### src/hw/rtl/bcpe_pkg.sv
`timescale 1ns / 1ps
// ----------------------------------------------------------------------------
// bcpe_pkg: shared types and constants of the block cipher padding engine
// Item layouts, padding codes, status codes and the command that the front
// hands to the back through the command queue.
// ----------------------------------------------------------------------------
package bcpe_pkg;

	// Block geometry
	localparam int BLOCK_BYTES = 16;
	localparam int CNT_W       = 5;
	localparam int IDX_W       = $clog2(BLOCK_BYTES);
	localparam int QUEUE_DEPTH = 4;

	// Configuration register indexes
	localparam int REG_IDX_W = 1;
	localparam logic [REG_IDX_W-1:0] REG_PADDING_TYPE   = 1'b0;
	localparam logic [REG_IDX_W-1:0] REG_PADDING_ENABLE = 1'b1;

	// Padding types
	localparam logic [1:0] PT_NONE  = 2'd0;
	localparam logic [1:0] PT_PKCS7 = 2'd1;
	localparam logic [1:0] PT_ISO   = 2'd2;
	localparam logic [1:0] PT_ZERO  = 2'd3;

	// Status codes
	localparam logic [1:0] ST_OK      = 2'd0;
	localparam logic [1:0] ST_BAD_PAD = 2'd1;
	localparam logic [1:0] ST_BAD_LEN = 2'd2;

	localparam logic [7:0] ISO_MARK = 8'h80;

	// Sixteen bytes, byte 0 in bits 7:0
	typedef logic [15:0][7:0] blk_t;

	typedef enum logic [1:0] {
		OP_PASS  = 2'd0,
		OP_PAD   = 2'd1,
		OP_STRIP = 2'd2
	} op_t;

	typedef struct packed {
		logic        mode;
		logic [63:0] data_low;
		logic [63:0] data_high;
		logic [4:0]  byte_count;
		logic        last;
	} in_item_t;

	typedef struct packed {
		logic [63:0] out_low;
		logic [63:0] out_high;
		logic [4:0]  out_count;
		logic        out_last;
		logic [1:0]  status;
	} out_item_t;

	// One command: an optional plain full block, then an optional main result
	typedef struct packed {
		logic             has_pre;
		blk_t             pre_blk;
		logic             has_main;
		blk_t             main_blk;
		logic [CNT_W-1:0] main_cnt;   // count, or fill start for OP_PAD
		logic             main_last;
		logic [1:0]       main_status;
		op_t              main_op;
		logic [1:0]       ptype;
	} cmd_t;

	// Queue handshake between front and queue
	typedef struct packed {
		logic push;
		cmd_t cmd;
	} q_wr_t;

	// Zero the bytes that lie past the block
	function automatic blk_t mask_block(blk_t b);
		blk_t r;
		for (int i = 0; i < 16; i++) begin
			r[i] = (i < BLOCK_BYTES) ? b[i] : 8'h00;
		end
		return r;
	endfunction

	// Take a count above the block size as the block size
	function automatic logic [CNT_W-1:0] clamp_count(logic [CNT_W-1:0] c);
		return (c > CNT_W'(BLOCK_BYTES)) ? CNT_W'(BLOCK_BYTES) : c;
	endfunction

endpackage

### src/hw/rtl/block_cipher_padding_engine.sv
`timescale 1ns / 1ps
// ----------------------------------------------------------------------------
// block_cipher_padding_engine: PKCS7 / ISO7816 / zero padding of 16-byte blocks
// Pads final blocks before encryption and checks and strips padding after
// decryption, holding one block back in unpad mode.
//
//   channel   direction  handshake                payload
//   in        input      in_valid / in_stall      in_data (in_item_t)
//   out       output     out_valid / out_stall    out_data (out_item_t)
//   config    input      wr_en                    wr_index, wr_data
//
// One item enters per cycle unless the queue is full; an accepted item goes
// into the command queue and from there into the output register.
// A full final block in pad mode (but for zero padding), or a full final unpad
// block behind a held one, yields two results, one after the other.
// The four-entry command queue parts the intake from the result register, so
// input is stalled only when the queue is full.
// Reset clears the held block, the queue and the result register; the padding
// type resets to PKCS7 and padding is enabled.
// ----------------------------------------------------------------------------
module block_cipher_padding_engine (
	input  logic                                     clk,
	input  logic                                     arst_n,
	input  logic                                     in_valid,
	output logic                                     in_stall,
	input  bcpe_pkg::in_item_t                       in_data,
	output logic                                     out_valid,
	input  logic                                     out_stall,
	output bcpe_pkg::out_item_t                      out_data,
	input  logic                                     wr_en,
	input  logic [bcpe_pkg::REG_IDX_W-1:0]           wr_index,
	input  logic [1:0]                               wr_data
);

	logic [1:0]       ptype_q;
	logic             penable_q;
	bcpe_pkg::q_wr_t  q_wr;
	logic             q_full;
	logic             q_pop;
	logic             head_valid;
	bcpe_pkg::cmd_t   head;

	// Write configuration registers
	always_ff @(posedge clk or negedge arst_n) begin
		if (!arst_n) begin
			ptype_q   <= bcpe_pkg::PT_PKCS7;
			penable_q <= 1'b1;
		end else if (wr_en) begin
			case (wr_index)
				bcpe_pkg::REG_PADDING_TYPE:   ptype_q   <= wr_data;
				bcpe_pkg::REG_PADDING_ENABLE: penable_q <= wr_data[0];
				default:                      ptype_q   <= ptype_q;
			endcase
		end
	end

	bcpe_front u_front (
		.clk     (clk),
		.arst_n  (arst_n),
		.valid   (in_valid),
		.stall   (in_stall),
		.item    (in_data),
		.ptype   (ptype_q),
		.penable (penable_q),
		.q_full  (q_full),
		.q_wr    (q_wr)
	);

	bcpe_queue u_queue (
		.clk        (clk),
		.arst_n     (arst_n),
		.q_wr       (q_wr),
		.full       (q_full),
		.pop        (q_pop),
		.head_valid (head_valid),
		.head       (head)
	);

	bcpe_back u_back (
		.clk        (clk),
		.arst_n     (arst_n),
		.head_valid (head_valid),
		.head       (head),
		.pop        (q_pop),
		.valid      (out_valid),
		.stall      (out_stall),
		.item       (out_data)
	);

endmodule

### src/hw/rtl/bcpe_front.sv
`timescale 1ns / 1ps
// ----------------------------------------------------------------------------
// bcpe_front: item intake and classification
// Accepts input items, keeps the held block of unpad mode and turns each item
// into at most one queue command that says which results the back produces.
// ----------------------------------------------------------------------------
module bcpe_front (
	input  logic                clk,
	input  logic                arst_n,
	input  logic                valid,
	output logic                stall,
	input  bcpe_pkg::in_item_t  item,
	input  logic [1:0]          ptype,
	input  logic                penable,
	input  logic                q_full,
	output bcpe_pkg::q_wr_t     q_wr
);

	bcpe_pkg::blk_t                 held_blk_q;
	logic                           held_valid_q;
	bcpe_pkg::blk_t                 blk;
	logic [bcpe_pkg::CNT_W-1:0]     cnt;
	logic                           full_blk;
	logic                           pad_off;
	logic                           accept;
	logic                           held_load;
	bcpe_pkg::cmd_t                 cmd;

	assign stall    = q_full;
	assign accept   = valid && !q_full;
	assign blk      = bcpe_pkg::mask_block({item.data_high, item.data_low});
	assign cnt      = bcpe_pkg::clamp_count(item.byte_count);
	assign full_blk = (cnt == bcpe_pkg::CNT_W'(bcpe_pkg::BLOCK_BYTES));
	assign pad_off  = !penable || (ptype == bcpe_pkg::PT_NONE);

	// Classify the item into a command
	always_comb begin
		cmd             = '0;
		cmd.main_op     = bcpe_pkg::OP_PASS;
		cmd.ptype       = ptype;
		cmd.has_main    = 1'b1;
		held_load       = 1'b0;
		if (pad_off) begin
			cmd.main_blk    = blk;
			cmd.main_cnt    = cnt;
			cmd.main_last   = item.last;
			cmd.main_status = (!item.last && !full_blk) ? bcpe_pkg::ST_BAD_LEN
			                                            : bcpe_pkg::ST_OK;
		end else if (!item.mode) begin
			if (!item.last) begin
				cmd.main_blk    = blk;
				cmd.main_cnt    = cnt;
				cmd.main_status = full_blk ? bcpe_pkg::ST_OK : bcpe_pkg::ST_BAD_LEN;
			end else if (full_blk && ptype != bcpe_pkg::PT_ZERO) begin
				// full final block: pass it, then a whole padding block
				cmd.has_pre   = 1'b1;
				cmd.pre_blk   = blk;
				cmd.main_op   = bcpe_pkg::OP_PAD;
				cmd.main_last = 1'b1;
			end else if (ptype == bcpe_pkg::PT_ZERO && cnt == '0) begin
				cmd.main_last = 1'b1;
			end else begin
				cmd.main_blk  = blk;
				cmd.main_cnt  = cnt;
				cmd.main_op   = bcpe_pkg::OP_PAD;
				cmd.main_last = 1'b1;
			end
		end else if (!item.last) begin
			if (!full_blk) begin
				cmd.main_last   = 1'b1;
				cmd.main_status = bcpe_pkg::ST_BAD_LEN;
			end else begin
				// release the held block, hold this one
				cmd.has_pre  = held_valid_q;
				cmd.pre_blk  = held_blk_q;
				cmd.has_main = 1'b0;
				held_load    = 1'b1;
			end
		end else if (cnt == '0 && held_valid_q) begin
			cmd.main_blk  = held_blk_q;
			cmd.main_op   = bcpe_pkg::OP_STRIP;
			cmd.main_last = 1'b1;
		end else if (full_blk) begin
			cmd.has_pre   = held_valid_q;
			cmd.pre_blk   = held_blk_q;
			cmd.main_blk  = blk;
			cmd.main_op   = bcpe_pkg::OP_STRIP;
			cmd.main_last = 1'b1;
		end else begin
			cmd.main_last   = 1'b1;
			cmd.main_status = bcpe_pkg::ST_BAD_LEN;
		end
	end

	assign q_wr.push = accept && (cmd.has_pre || cmd.has_main);
	assign q_wr.cmd  = cmd;

	// Track the held block
	always_ff @(posedge clk or negedge arst_n) begin
		if (!arst_n) begin
			held_valid_q <= 1'b0;
		end else if (accept) begin
			held_valid_q <= held_load;
		end
	end

	always_ff @(posedge clk) begin
		if (accept && held_load) begin
			held_blk_q <= blk;
		end
	end

	// A pad-mode item never leaves a block held
	a_pad_clears_held: assert property (@(posedge clk) disable iff (!arst_n)
		accept && !item.mode |=> !held_valid_q)
		else $error("held block survived a pad-mode item");

	// A released held block always comes out ahead of anything else
	a_held_released: assert property (@(posedge clk) disable iff (!arst_n)
		accept && item.mode && !pad_off && held_valid_q && full_blk |-> cmd.has_pre)
		else $error("held block dropped on a full unpad item");

endmodule

### src/hw/rtl/bcpe_queue.sv
`timescale 1ns / 1ps
// ----------------------------------------------------------------------------
// bcpe_queue: command queue between front and back
// A short register queue that lets the front accept items while the back
// waits on the output side.
// ----------------------------------------------------------------------------
module bcpe_queue (
	input  logic              clk,
	input  logic              arst_n,
	input  bcpe_pkg::q_wr_t   q_wr,
	output logic              full,
	input  logic              pop,
	output logic              head_valid,
	output bcpe_pkg::cmd_t    head
);

	localparam int PTR_W = $clog2(bcpe_pkg::QUEUE_DEPTH);

	bcpe_pkg::cmd_t   entries_q [bcpe_pkg::QUEUE_DEPTH];
	logic [PTR_W-1:0] wr_ptr_q;
	logic [PTR_W-1:0] rd_ptr_q;
	logic [PTR_W:0]   count_q;
	logic             do_pop;

	assign full       = (count_q == (PTR_W+1)'(bcpe_pkg::QUEUE_DEPTH));
	assign head_valid = (count_q != '0);
	assign head       = entries_q[rd_ptr_q];
	assign do_pop     = pop && head_valid;

	// Advance pointers and count
	always_ff @(posedge clk or negedge arst_n) begin
		if (!arst_n) begin
			wr_ptr_q <= '0;
			rd_ptr_q <= '0;
			count_q  <= '0;
		end else begin
			if (q_wr.push) begin
				wr_ptr_q <= wr_ptr_q + 1'b1;
			end
			if (do_pop) begin
				rd_ptr_q <= rd_ptr_q + 1'b1;
			end
			case ({q_wr.push, do_pop})
				2'b10:   count_q <= count_q + 1'b1;
				2'b01:   count_q <= count_q - 1'b1;
				default: count_q <= count_q;
			endcase
		end
	end

	// Store pushed commands
	always_ff @(posedge clk) begin
		if (q_wr.push) begin
			entries_q[wr_ptr_q] <= q_wr.cmd;
		end
	end

	a_no_overflow: assert property (@(posedge clk) disable iff (!arst_n)
		q_wr.push |-> !full)
		else $error("command pushed into a full queue");

	a_count_bound: assert property (@(posedge clk) disable iff (!arst_n)
		count_q <= (PTR_W+1)'(bcpe_pkg::QUEUE_DEPTH))
		else $error("queue count out of range");

endmodule

### src/hw/rtl/bcpe_back.sv
`timescale 1ns / 1ps
// ----------------------------------------------------------------------------
// bcpe_back: command execution and result register
// Carries out the queue head: emits the plain block first, then the main
// result with padding filled in, checked and stripped, or passed as is.
// ----------------------------------------------------------------------------
module bcpe_back (
	input  logic                clk,
	input  logic                arst_n,
	input  logic                head_valid,
	input  bcpe_pkg::cmd_t      head,
	output logic                pop,
	output logic                valid,
	input  logic                stall,
	output bcpe_pkg::out_item_t item
);

	localparam int IDX_W = bcpe_pkg::IDX_W;
	localparam int CNT_W = bcpe_pkg::CNT_W;

	logic                   out_valid_q;
	bcpe_pkg::out_item_t    out_q;
	logic                   pre_done_q;
	logic                   emit_pre;
	logic                   load;
	bcpe_pkg::out_item_t    res;
	bcpe_pkg::blk_t         pad_blk;
	bcpe_pkg::blk_t         strip_blk;
	logic [7:0]             pad_val;
	logic [7:0]             pk_val;
	logic                   pk_bad;
	logic                   found;
	logic [IDX_W-1:0]       hi_idx;
	logic                   strip_bad;
	logic [CNT_W-1:0]       strip_len;

	assign emit_pre = head.has_pre && !pre_done_q;
	assign load     = head_valid && (!out_valid_q || !stall);
	assign pop      = load && !(emit_pre && head.has_main);

	// Fill padding from main_cnt up
	assign pad_val = 8'(CNT_W'(bcpe_pkg::BLOCK_BYTES) - head.main_cnt);
	always_comb begin
		for (int i = 0; i < 16; i++) begin
			if (i >= bcpe_pkg::BLOCK_BYTES || CNT_W'(i) < head.main_cnt) begin
				pad_blk[i] = head.main_blk[i];
			end else if (head.ptype == bcpe_pkg::PT_PKCS7) begin
				pad_blk[i] = pad_val;
			end else if (head.ptype == bcpe_pkg::PT_ISO && CNT_W'(i) == head.main_cnt) begin
				pad_blk[i] = bcpe_pkg::ISO_MARK;
			end else begin
				pad_blk[i] = 8'h00;
			end
		end
	end

	// Check PKCS7 pad bytes
	assign pk_val = head.main_blk[bcpe_pkg::BLOCK_BYTES-1];
	always_comb begin
		pk_bad = (pk_val == 8'h00) || (pk_val > 8'(bcpe_pkg::BLOCK_BYTES));
		for (int j = 0; j < bcpe_pkg::BLOCK_BYTES; j++) begin
			if ((9'(j) + {1'b0, pk_val}) >= 9'(bcpe_pkg::BLOCK_BYTES)
			    && head.main_blk[j] != pk_val) begin
				pk_bad = 1'b1;
			end
		end
	end

	// Find the highest nonzero byte
	always_comb begin
		found  = 1'b0;
		hi_idx = '0;
		for (int i = 0; i < bcpe_pkg::BLOCK_BYTES; i++) begin
			if (head.main_blk[i] != 8'h00) begin
				found  = 1'b1;
				hi_idx = IDX_W'(i);
			end
		end
	end

	// Select stripped length and validity
	always_comb begin
		case (head.ptype)
			bcpe_pkg::PT_PKCS7: begin
				strip_bad = pk_bad;
				strip_len = CNT_W'(bcpe_pkg::BLOCK_BYTES) - pk_val[CNT_W-1:0];
			end
			bcpe_pkg::PT_ISO: begin
				strip_bad = !found || head.main_blk[hi_idx] != bcpe_pkg::ISO_MARK;
				strip_len = CNT_W'(hi_idx);
			end
			default: begin
				strip_bad = 1'b0;
				strip_len = found ? CNT_W'(hi_idx) + 1'b1 : '0;
			end
		endcase
	end

	always_comb begin
		for (int i = 0; i < 16; i++) begin
			strip_blk[i] = (CNT_W'(i) < strip_len) ? head.main_blk[i] : 8'h00;
		end
	end

	// Form the result of the current phase
	always_comb begin
		res = '0;
		if (emit_pre) begin
			{res.out_high, res.out_low} = head.pre_blk;
			res.out_count = CNT_W'(bcpe_pkg::BLOCK_BYTES);
			res.status    = bcpe_pkg::ST_OK;
		end else begin
			case (head.main_op)
				bcpe_pkg::OP_PAD: begin
					{res.out_high, res.out_low} = pad_blk;
					res.out_count = CNT_W'(bcpe_pkg::BLOCK_BYTES);
					res.out_last  = head.main_last;
					res.status    = head.main_status;
				end
				bcpe_pkg::OP_STRIP: begin
					res.out_last = 1'b1;
					if (strip_bad) begin
						res.status = bcpe_pkg::ST_BAD_PAD;
					end else begin
						{res.out_high, res.out_low} = strip_blk;
						res.out_count = strip_len;
						res.status    = bcpe_pkg::ST_OK;
					end
				end
				default: begin
					{res.out_high, res.out_low} = head.main_blk;
					res.out_count = head.main_cnt;
					res.out_last  = head.main_last;
					res.status    = head.main_status;
				end
			endcase
		end
	end

	// Hold the result until taken; track the phase of the head command
	always_ff @(posedge clk or negedge arst_n) begin
		if (!arst_n) begin
			out_valid_q <= 1'b0;
			pre_done_q  <= 1'b0;
		end else begin
			if (load) begin
				out_valid_q <= 1'b1;
				pre_done_q  <= !pop;
			end else if (!stall) begin
				out_valid_q <= 1'b0;
			end
		end
	end

	always_ff @(posedge clk) begin
		if (load) begin
			out_q <= res;
		end
	end

	assign valid = out_valid_q;
	assign item  = out_q;

	a_phase_keeps_head: assert property (@(posedge clk) disable iff (!arst_n)
		pre_done_q |-> head_valid && head.has_main)
		else $error("second result pending without its command");

	a_bad_pad_empty: assert property (@(posedge clk) disable iff (!arst_n)
		out_valid_q && out_q.status == bcpe_pkg::ST_BAD_PAD |-> out_q.out_count == '0
		&& out_q.out_last)
		else $error("bad padding result carries data");

endmodule

### config.mk
export PLATFORM = sky130hd
export DESIGN_NAME = block_cipher_padding_engine
export DESIGN_NICKNAME = d
export VERILOG_FILES = /design/src/hw/rtl/bcpe_pkg.sv /design/src/hw/rtl/block_cipher_padding_engine.sv /design/src/hw/rtl/bcpe_front.sv /design/src/hw/rtl/bcpe_queue.sv /design/src/hw/rtl/bcpe_back.sv
export SDC_FILE = /design/constraint.sdc
export NUM_CORES = 2
export LEC_CHECK = 0
export BUFFER_PORTS_ARGS = -buffer_cell sky130_fd_sc_hd__buf_4
export CAP_MARGIN = 20
export CORE_MARGIN = 1
export CORE_UTILIZATION = 40
export DETAILED_ROUTE_END_ITERATION = 12
export PLACE_DENSITY_LB_ADDON = 0.05
export SETUP_SLACK_MARGIN = 0.2
export SLEW_MARGIN = 20
export SYNTH_ARGS = -nofsm -noshare
export SYNTH_HDL_FRONTEND = slang
export SYNTH_HIERARCHICAL = 1
export SYNTH_SLANG_ARGS = --single-unit
### constraint.sdc
create_clock -name clk -period 11.25 [get_ports clk]
set_input_delay 0.5625 -clock clk [delete_from_list [all_inputs] [get_ports clk]]
set_output_delay 0.5625 -clock clk [all_outputs]
set_load 0.01 [all_outputs]
After elaboration in Yosys (flattened, before gate mapping)
Memory sizes are Yosys's and may differ from the RTL's. Index checks and enable logic that the tools add are counted.

Add/sub/neg operators: 21. $mul: 0. Div/mod/pow operators: 0. Magnitude comparators: 50. Equality and inequality tests: 42. Shifts and indexed selects: 0. Muxes and demuxes: 163. Bitwise logic cells: 1. Reduce and logical (&&, ||, !) cells: 82.

Operators with widths (count): 129-bit 2-to-1 mux (6); 133-bit 2-to-1 mux (5); 8-bit 2-to-1 mux (65); 128-bit 2-to-1 mux (4); 136-bit one-hot mux with 2 select lines (1); 130-bit 2-to-1 mux (2); 136-bit 2-to-1 mux (1); 8-bit nonzero test (16); 9-bit by 5-bit greater-or-equal comparator with 1-bit output, second input constant (14); 8-bit != test (15); 4-bit by 5-bit < comparator with 1-bit output, first input constant (16); 4-bit by 8-bit adder with 9-bit output, first input constant (7); 1-bit 2-to-1 mux (45); 1-bit logical AND (43); 4-bit by 5-bit equality test with 1-bit output, first input constant (8); 3-bit by 5-bit < comparator with 1-bit output, first input constant (8); 3-bit by 8-bit adder with 9-bit output, first input constant (4); 8-bit binary-select mux with 4-bit select (1); 4-bit 2-to-1 mux (8); 2-bit 2-to-1 mux (12); 3-bit by 5-bit equality test with 1-bit output, first input constant (4); 1-bit by 5-bit < comparator with 1-bit output, first input constant (4); 2-bit by 5-bit < comparator with 1-bit output, first input constant (4); 5-bit 2-to-1 mux (4); 34 further kinds (62).

Flip-flop bits (word level): 277. Bits in latches: 0. RAM bits: 1080. Memory bits (read-only): 0. Output and inout bits: 138. Memories: 1.

Memory list: u_queue.entries_q (depth 4, bits a word 270, rd ports 1, clocked after memory_dff 0, write ports 1, line bcpe_queue.sv:19) `bcpe_pkg::cmd_t entries_q [bcpe_pkg::QUEUE_DEPTH];`.

Logic depth before layout (Yosys ltp)
An unclocked memory read counts as a cell.

Depth in word-level cells: 25. Gate-level depth with buffers: 22. Depth with buffers taken out: 16.

Hierarchy
The synthesis kept the hierarchy.

By module, submodules not included: bcpe_queue (times used 1, cells each 1447, area each 39306.4 µm², seq. area each 32606.3 µm²); bcpe_back (times used 1, cells each 1507, area each 12268.0 µm², seq. area each 4134.0 µm²); bcpe_front (times used 1, cells each 911, area each 8599.5 µm², seq. area each 3868.7 µm²); block_cipher_padding_engine (times used 1, cells each 8, area each 132.6 µm², seq. area each 77.6 µm²).

Worst setup path after synthesis
Ideal clock, no wire load.

Path kind: input -> register. Start: input in_data[5] (netlist name). End: memory u_queue/entries_q[1][0] (netlist name) (enable). Arrival: 7.492 ns. Path slack: 3.092 ns. Stages: 5. Path buffers: 2. Cells stage by stage: clkbuf_1 > clkbuf_1 > nand3b_1 > o21a_1 > and2_1.

RTL lines: from (decl) (line block_cipher_padding_engine.sv:26) `input bcpe_pkg::in_item_t in_data,`; to (decl) (line bcpe_queue.sv:19).

==> impl_metrics.env <==
export IMPL_slew_headroom_pct=23.14
export IMPL_first_global_vias=36600
export IMPL_timing_worst_slew_pin_value_ps=1153
export IMPL_detailed_place_hpwl_um=124400
export IMPL_worst_ep_required_time_ps=11760
export IMPL_synthesis_nets=4036
export IMPL_seqCellArea_sq_um=40690
export IMPL_post_route_min_period_ps=7152
export IMPL_synth_seq_area_share_pct=67.47
export IMPL_htreeDepth=4
export IMPL_critPathKind="flop to flop"
export IMPL_pwr_density_cell_nw_per_um2=305.5
export IMPL_synthDistinctLibCells=96
export IMPL_arrival_time_at_the_worst_endpoint_ps=7660
export IMPL_status="completed"
export IMPL_cts_root_buffer="clkbuf_16"
export IMPL_synth_seq_cells=1357
export IMPL_route_detailed_drc=0
export IMPL_timing_final_max_slew_violations=0
export IMPL_synthArstFlopShare_pct=0.9580
export IMPL_wl_per_cell_um=30.63
export IMPL_netlist_area_sq_um=60310
export IMPL_rsz0062_at_grt="no"
export IMPL_via_per_inst=5.887
export IMPL_cts_buffer_depth=3
export IMPL_cts_setup_buffers=0
export IMPL_place_congestion=0.9269
export IMPL_syn_to_final_growth_pct=16.71
export IMPL_drt_total_wl_um=195400
export IMPL_ios=281
export IMPL_number_of_enable_flip_flop_cells_after_synthesis=1344
export IMPL_antenna_found_initial=10
export IMPL_power_share_sequential_pct=35.7
export IMPL_timing_critical_path_from_type="flop"
export IMPL_setup_tns_final_ps=0
export IMPL_totalPowerFinal_uw=21500
export IMPL_finalHoldViolCount=0
export IMPL_start_util_pct=40.26
export IMPL_fp_coreArea_sq_um=149800
export IMPL_ys_top_cells_by_count="edfxtp_1 (1,344), nor2_1 (271), mux4_2 (270)"
export IMPL_clock_power_share_pct=21.9
export IMPL_route_antenna_remaining_nets=0
export IMPL_psw_uw=8665
export IMPL_cell_count_after_synthesis=3873
export IMPL_die_width_um=390.3
export IMPL_clkTransAtPathRegs_ps=60
export IMPL_worst_path_max_fanout=54
export IMPL_global_route_wire_length_before_repair_um=278200
export IMPL_globalRouteTotalUtil_pct=25.49
export IMPL_maxCapViolations=0
export IMPL_placementRows=142
export IMPL_port_buffers=280
export IMPL_via_count=37560
export IMPL_internal_power_uw=12840
export IMPL_multi_input_comb_area_sq_um=18260
export IMPL_die_height_um=390.3
export IMPL_grt_start_max_net_pins=138
export IMPL_swShare_pct=40.30
export IMPL_fillCellCount=13040
export IMPL_synthDominantAreaCellType="edfxtp_1"
export IMPL_holdCritPathClass="primary input to flop"
export IMPL_static_leakage_power_uw=0.02364
export IMPL_globalRouteOverflowTotal=0
export IMPL_final_min_period_over_clock_period_pct=63.57
export IMPL_cts_tree="done"
export IMPL_clock_latency_ps=810
export IMPL_finalClockSkew_ps=29.74
export IMPL_initialDrtViolationCount=3904
export IMPL_layout_nets=4408
export IMPL_netlist_area_leader_share_pct=66.92
export IMPL_setup_crit_end_kind="flop"
export IMPL_postSynth_topFlopCell="edfxtp_1"
export IMPL_main_area_contributors_after_synthesis="edfxtp_1 (67%), mux4_2 (10%), a221o_1 (2.2%), a21oi_1 (2.0%), nor2_1 (1.7%)"
export IMPL_synthesis_area_per_instance_sq_um=15.57
export IMPL_worst_ir_drop_vdd_mv=0.2899
export IMPL_power_combinational_fraction_pct=42.5
export IMPL_max_freq_mhz=139.8
export IMPL_yosysWarnings=6
export IMPL_synth_most_common_cell="edfxtp_1"
export IMPL_die_area_sq_um=152300
export IMPL_layout_cells_sized_above_1_pct=20.89
export IMPL_cts_sink_count=1357
export IMPL_setup_viol_count_final=0
export IMPL_cts_buffers=152
export IMPL_first_pass_iters=5
## timing repair
action                                  CTS  global route
hold endpoints to repair                145             0
endpoints found under the setup margin    0             0
hold buffers                            132             0
resized for setup                         0             0
## stage by stage
stage / instances / hold slack, ps / instance area [sq um] / utilization, % / worst slack (ps)
after global routing: 6376 / 104.1 / 70370 / 46.99 / 3575
after CTS: 6376 / 62.66 / 70370 / 46.99 / 4066
after floorplan: 3873 / 266.9 / 60310 / - / 3092
final: 6380 / 119.2 / 70380 / 46.99 / 4098
after detailed placement: 5975 / 424.9 / 64380 / 42.98 / 4051
after global placement: 5974 / 426.9 / 64370 / 42.97 / 4187
## power groups by stage
stage	combinational (uW)	sequential (uW)	clock, uW
floorplan	5630	7760	0
global placement	9030	7790	0
detailed placement	9070	7790	0
CTS	9130	7700	4810
global route	9680	7750	4980
finish	9130	7670	4700
## state kept, by name, summed over array words and instances, names as in the netlist, 2 cells and up
name / flops
ptype_q: 2
u_back/item: 136
u_front/held_blk_q: 128
u_queue/count_q: 3
u_queue/entries_q: 1080
u_queue/rd_ptr_q: 2
u_queue/wr_ptr_q: 2
## metal layers
layer	GRT usage [%]	wire (um)	up-vias
li1	-	-	16170
met3	3.489	11530	226
met4	7.323	5022	2
met1	36.48	86080	19720
met2	40.65	92770	1445
met5	0	20	-
## layout make-up
class	instances	share of cell area, %
Multi-Input combinational cell	2214	25.94
Inverter	28	0.1564
Timing Repair Buffer	492	5.852
Antenna cell	4	0.01422
Clock buffer	185	5.609
Tap cell	2016	3.584
Clock inverter	84	1.029
Sequential cell	1357	57.82
## kinds of logic after synthesis
logic type / count (synthesis) / share of synthesized area, %
adders and majority gates: 20 / 0.4274
xor gates and xnor gates: 134 / 1.946
and+or+nand+nor: 1013 / 8.523
muxes: 307 / 10.72
AOI/OAI and AO/OA: 739 / 8.517
buffers and inverters: 302 / 2.396
DFF: 1357 / 67.47
other: 1 / 0.006218
## layout by cell type (no fill, tap or decap), drive strengths merged, types with 30 or more instances in the layout
cell | synthesis | layout
nor2 | 272 | 272
edfxtp | 1344 | 1344
a221o | 134 | 134
buf | 111 | 360
mux2i | 30 | 30
xor2 | 90 | 90
dlygate4sd3 | 0 | 132
inv | 26 | 36
nor2b | 144 | 144
nand2 | 226 | 226
xnor2 | 44 | 44
and3 | 143 | 143
mux4 | 270 | 270
nor3 | 30 | 30
a21oi | 251 | 251
a211oi | 33 | 33
nor4 | 50 | 50
clkbuf | 163 | 185
clkinv | 2 | 68
o21ai | 175 | 175
## final timing paths
| kind | cells after the start | startpoint | to | slack, ps |
|---|---|---|---|---|
| worst min-delay path | 3 | wr_en | penable_q | 120 |
| max in group asynchronous | 2 | arst_n | ptype_q[0] | 10860 |
| worst min register to register | 1 | u_queue/count_q[2] | u_queue/count_q[2] | 500 |
| worst max-delay path | 15 | u_queue/rd_ptr_q[0] | u_back/item[97] | 4100 |
| worst max register to register | 15 | u_queue/rd_ptr_q[0] | u_back/item[97] | 4100 |
| min in group asynchronous | 2 | arst_n | ptype_q[1] | 160 |
## worst max-delay path: stages (launching register included)
cell      delay (ps)
dfrtp_4          890
buf_12           450
buf_4            760
mux4_2           660
nor4_1           490
nand3b_1         330
a311oi_1         370
o211ai_1         280
and2_1           300
ha_1             260
a32oi_2          510
inv_1            170
or3_4            480
or2_1            280
a21oi_4          340
a221oi_1         160
(Power assumes the default switching activity.)
